==> src/sv/positional_ordered_list_defines.svh <==
// Assertion macros shared by the positional ordered list RTL.
// No dependencies; included by files that carry concurrent assertions.
`ifndef POSITIONAL_ORDERED_LIST_DEFINES_SVH
`define POSITIONAL_ORDERED_LIST_DEFINES_SVH

// Generic clocked assertion with an explicit clock and active-low reset.
`define POL_ASSERT_CLK(label, clk, rst_n, prop, msg) \
  label: assert property (@(posedge clk) disable iff (!rst_n) prop) else $error(msg);

// Assertion on the block clock clk_i and reset rst_ni.
`define POL_ASSERT(label, prop, msg) \
  `POL_ASSERT_CLK(label, clk_i, rst_ni, prop, msg)

`endif

==> src/sv/pol_pkg.sv <==
// Shared codes and types of the positional ordered list.
// No dependencies; used by pol_cell and positional_ordered_list.
package pol_pkg;

  // Command codes carried by mode_i.
  localparam logic [2:0] ModeInsPos  = 3'd0;
  localparam logic [2:0] ModeInsHead = 3'd1;
  localparam logic [2:0] ModeInsTail = 3'd2;
  localparam logic [2:0] ModeDelPos  = 3'd3;
  localparam logic [2:0] ModeDelHead = 3'd4;
  localparam logic [2:0] ModeDelTail = 3'd5;
  localparam logic [2:0] ModeClear   = 3'd6;
  localparam logic [2:0] ModeReadOut = 3'd7;

  // Result status codes.
  localparam logic [1:0] StatusOk      = 2'd0;
  localparam logic [1:0] StatusInvalid = 2'd1;
  localparam logic [1:0] StatusEmpty   = 2'd2;
  localparam logic [1:0] StatusFull    = 2'd3;

  // Per-cycle action of the cell chain.
  typedef enum logic [1:0] {
    CellHold   = 2'd0,
    CellInsert = 2'd1,
    CellDelete = 2'd2,
    CellRotate = 2'd3
  } cell_op_e;

  typedef struct packed {
    cell_op_e    op;
    logic [31:0] value;
  } cell_ctl_t;

endpackage

==> src/sv/pol_cell.sv <==
// One storage cell of the list chain: holds one element and trades it with neighbors.
// Depends on pol_pkg.
module pol_cell #(
  parameter int IDX_W      = 6,
  parameter int CELL_INDEX = 0
) (
  input  logic                clk_i,
  input  pol_pkg::cell_ctl_t  ctl_i,
  input  logic [IDX_W-1:0]    idx_i,
  input  logic [31:0]         left_i,
  input  logic [31:0]         right_i,
  input  logic [31:0]         wrap_i,
  output logic [31:0]         word_o
);

  localparam logic [IDX_W-1:0] MyIdx = IDX_W'(CELL_INDEX);

  logic [31:0] word_d, word_q;

  always_comb begin
    word_d = word_q;
    case (ctl_i.op)
      pol_pkg::CellInsert: begin
        if (MyIdx > idx_i) begin
          word_d = left_i;
        end else if (MyIdx == idx_i) begin
          word_d = ctl_i.value;
        end
      end
      pol_pkg::CellDelete: begin
        if (MyIdx >= idx_i) begin
          word_d = right_i;
        end
      end
      // During read-out the occupied part of the chain turns around by one
      // place per cycle; the head re-enters at the tail slot.
      pol_pkg::CellRotate: begin
        if (MyIdx == idx_i) begin
          word_d = wrap_i;
        end else if (MyIdx < idx_i) begin
          word_d = right_i;
        end
      end
      default: begin
        word_d = word_q;
      end
    endcase
  end

  always_ff @(posedge clk_i) begin
    word_q <= word_d;
  end

  assign word_o = word_q;

endmodule

==> config.mk <==
export PLATFORM = sky130hd
export DESIGN_NAME = pol_cell
export DESIGN_NICKNAME = d
export VERILOG_FILES = /design/src/sv/positional_ordered_list_defines.svh /design/src/sv/pol_pkg.sv /design/src/sv/pol_cell.sv
export SDC_FILE = /design/constraint.sdc
export NUM_CORES = 1
export LEC_CHECK = 0
export ABC_AREA = 0
export BUFFER_PORTS_ARGS = -buffer_cell sky130_fd_sc_hd__buf_2
export CAP_MARGIN = 10
export CORE_MARGIN = 5
export CORE_UTILIZATION = 40
export CTS_CLUSTER_SIZE = 8
export DETAILED_ROUTE_END_ITERATION = 12
export PLACE_DENSITY = 0.95
export SKIP_CTS_REPAIR_TIMING = 1
export SLEW_MARGIN = 20
export SYNTH_ARGS = -nofsm -noshare
export SYNTH_HDL_FRONTEND = slang
export SYNTH_SLANG_ARGS = --single-unit
==> constraint.sdc <==
create_clock -name clk_i -period 4.35 [get_ports clk_i]
set_input_delay 0.6525 -clock clk_i [delete_from_list [all_inputs] [get_ports clk_i]]
set_output_delay 0.6525 -clock clk_i [all_outputs]
set_load 0.005 [all_outputs]
==> results.md <==
- Switching Share: between 20% and 30%
- Die footprint: a little over 6000 um^2
- Final wirelength: roughly 6.2 mm
- Worst hold-check slack: 0.690 ns
- Syn_nets: 326
- Startpoint types: input pin
- Core Region: 4410 um^2
- Antenna viol nets, final: 0
- Flops & latches, synth: 32
- First-pass GRT wire length: between 9 and 10 mm
- Slew @ Worst Pin: ~0.75 ns
- Netlist Area Pre-Place: 1850 um^2
- Initial DRC Count: 150
- Diode count: 0
- Syn-to-layout area delta: 40.1%
- Maximum achievable frequency: between 400 and 500 MHz
- Max-Cap Viols: 0
- Antenna violations before repair: 0
- Final worst-path cycle share: between 50% and 60%
- Final #Nets: 451
- Register area share after synthesis: 52.0%
- CP startpoint: idx_i[0]
- Crit. End Element: register
- Synth top area cells: edfxtp_1 52%, a41oi_1 8.5%, o21ai_1 7.9%, nor2_1 6.7%, a21oi_1 4.9%
- Relative slew margins: approximately half
- IO Pins: 169
- Yosys warns: 0
- CTS clock-pin slew for the worst setup and hold paths: 0.07 ns
- CTS sink cnt: 32
- DP Wirelength: 4.38 mm
- Port Buf Inserts: between 100 and 150
- Fin. Hold Viols: 0
- Largest net degree at the start of global routing: around 50
- DRC Markers: 0
- Max stage delay cell, worst path: or4_4
- Min-Delay Path Class: in2reg
- Comb pwr share: around a fifth
- Deepest clock path buffer count: 2
- Slew Limit Fails: 0
- Max reg flops: 32
- Worst vdd ir: 0.121 mV
- Row cnt: 24
- Routability congestion estimate: just over 0.8
- CTS Buf Count: 5
- H-tree Lvls: 2
- Syn Inst Count: 189
- Post-synth top area share: between 50% and 60%
- CTS tree: yes
- WP data arrival: around 2.3 ns
- Post-Route Setup TNS: 0 ns
- Sequential share of power: 50.9%
- Dpl cells: about 360
- Grt total ovfl: 0
- Pwr dens: 284 nW/um^2
- Die Wd: about 78 um
- Routed vias: between 2k and 2.5k
- Tmin final: ~2.4 ns
- Unique masters post-synth: 19
- Hold Path Stages: 3
- Hold endpoint: word_o[29]
- Status: complete, no violations
- Critical-path cell list: buf_2, or4_4, nor3_1, maj3_1, buf_4
- Starting Density: about two fifths
- CTS root buffer: clkbuf_8
- Required time of the critical path: approximately 4.3 ns
- Setup violators final: 0
- Clk network pwr share: 28.8%
- Drt via density: around 5.7
- GRT Total Usage: between 10% and 20%
- Vias in the first global route: 2,068
- Worst Setup Path Type: in2reg
- CP max stage delay: between 0.7 and 0.8 ns
- RSZ-0062 raised after global routing: no
- First-pass DRT Iterations: 4
- LEAKAGE: between 1 and 1.5 nW
- Die Ht: 77.9 um
- Final Non-Filler Cells: 366
- Share of layout cells above drive strength 1: about half
- Hold Path Origin: ctl_i[29]
- Cell Int Power: approximately 550 uW
- Syn_area_per_cell: approximately 9.8 um^2
- Max FO, Critical Path: 33
- Synth area leader: edfxtp_1
- NetSw: between 150 and 200 uW
- Avg WL per Cell: approximately 17 um
[worst max-delay path, delay by kind of cell]
| kind | cells | cell delay (ns) |
|---|---|---|
| buffers and inverters | 2 | 0.50 |
| AND/OR/NAND/NOR | 2 | 0.95 |
| adder cells (fa/ha/maj) | 1 | 0.20 |
[worst max path at each step]
stage / endpoint / slack (ns) / depth (start not counted)
after floorplan: word_o[0] / 1.68 / 3
after global placement: word_o[15] / 1.61 / 4
after detailed placement: word_o[15] / 1.59 / 4
after CTS: word_o[15] / 1.88 / 4
after global routing: word_o[5] / 1.88 / 5
final: word_o[2] / 1.96 / 5
[per-layer routing]
| metal | GRT usage [%] | wire (um) | share of wire [%] |
|---|---|---|---|
| met1 | 23.3 | 2410 | 39 |
| met2 | 34.1 | 3070 | 49 |
| met3 | 5.56 | 636 | 10 |
| met4 | 7.09 | 119 | 1.9 |
| met5 | 0 | 0 | 0 |
[logic make-up after synthesis]
family	Yosys count	share of synthesized area [%]
DFF	32	52.0
adders and majority gates	1	0.542
and+or+nand+nor	51	14.0
AOI/OAI and AO/OA	82	27.0
buffers and inverters	23	6.44
[synth_stat cells]
cell type and instances:
a21oi_1 18, a31oi_1 14, a41oi_1 18, buf_2 5
buf_6 3, clkbuf_1 13, clkbuf_4 1, clkinv_1 1
edfxtp_1 32, maj3_1 1, nand4_1 14, nor2_1 33
nor3_1 1, nor4_4 1, o21ai_0 2, o21ai_1 29
o21ai_2 1, or3b_1 1, or4_4 1
[layout by cell type, fill, tap and decap left out]
master    netlist  final
buf_2           5    136
nor2_1         33     32
edfxtp_1       32     32
o21ai_1        29     29
a41oi_1        18     18
a21oi_1        18     18
nand4_1        14     14
a31oi_1        14     14
clkbuf_8        0      5
buf_4           0      4
o21ai_0         2      2
or4_4           1      1
or3b_2          0      1
nor4_4          1      1
nor2_2          0      1
clkinv_1        1      1
o21ai_2         1      1
nor3_1          1      1
maj3_1          1      1
clkinv_2        0      1
clkbuf_1       13      1
[power by group through the flow]
stage	combinational [mW]	clock [mW]	sequential [mW]
2_1_floorplan	0.0604	0	0.385
3_3_place_gp	0.144	0	0.380
6_report	0.149	0.212	0.374
5_1_grt	0.164	0.233	0.377
4_1_cts	0.149	0.221	0.375
3_5_place_dp	0.149	0	0.381
[area by class of cell]
cell class | instances | area, um^2
Clock buffer | 6 | 72.6
Timing Repair Buffer | 140 | 711
Sequential cell | 32 | 961
Clock inverter | 1 | 5.00
Inverter | 1 | 3.75
Multi-Input combinational cell | 134 | 769
Fill cell | 399 | 1830
Tap cell | 52 | 65.1
[per-stage QoR]
step / setup slack (ns) / utilization [%] / instance area [um^2] / power [mW]
after detailed placement: 1.59 / 56.9 / 2510 / 0.530
after global placement: 1.61 / 56.9 / 2510 / 0.524
after global routing: 1.88 / 58.6 / 2590 / 0.774
after floorplan: 1.68 / - / 1850 / 0.446
final: 1.96 / 58.6 / 2590 / 0.735
after CTS: 1.88 / 58.6 / 2590 / 0.745
(Power assumes the default switching activity.)
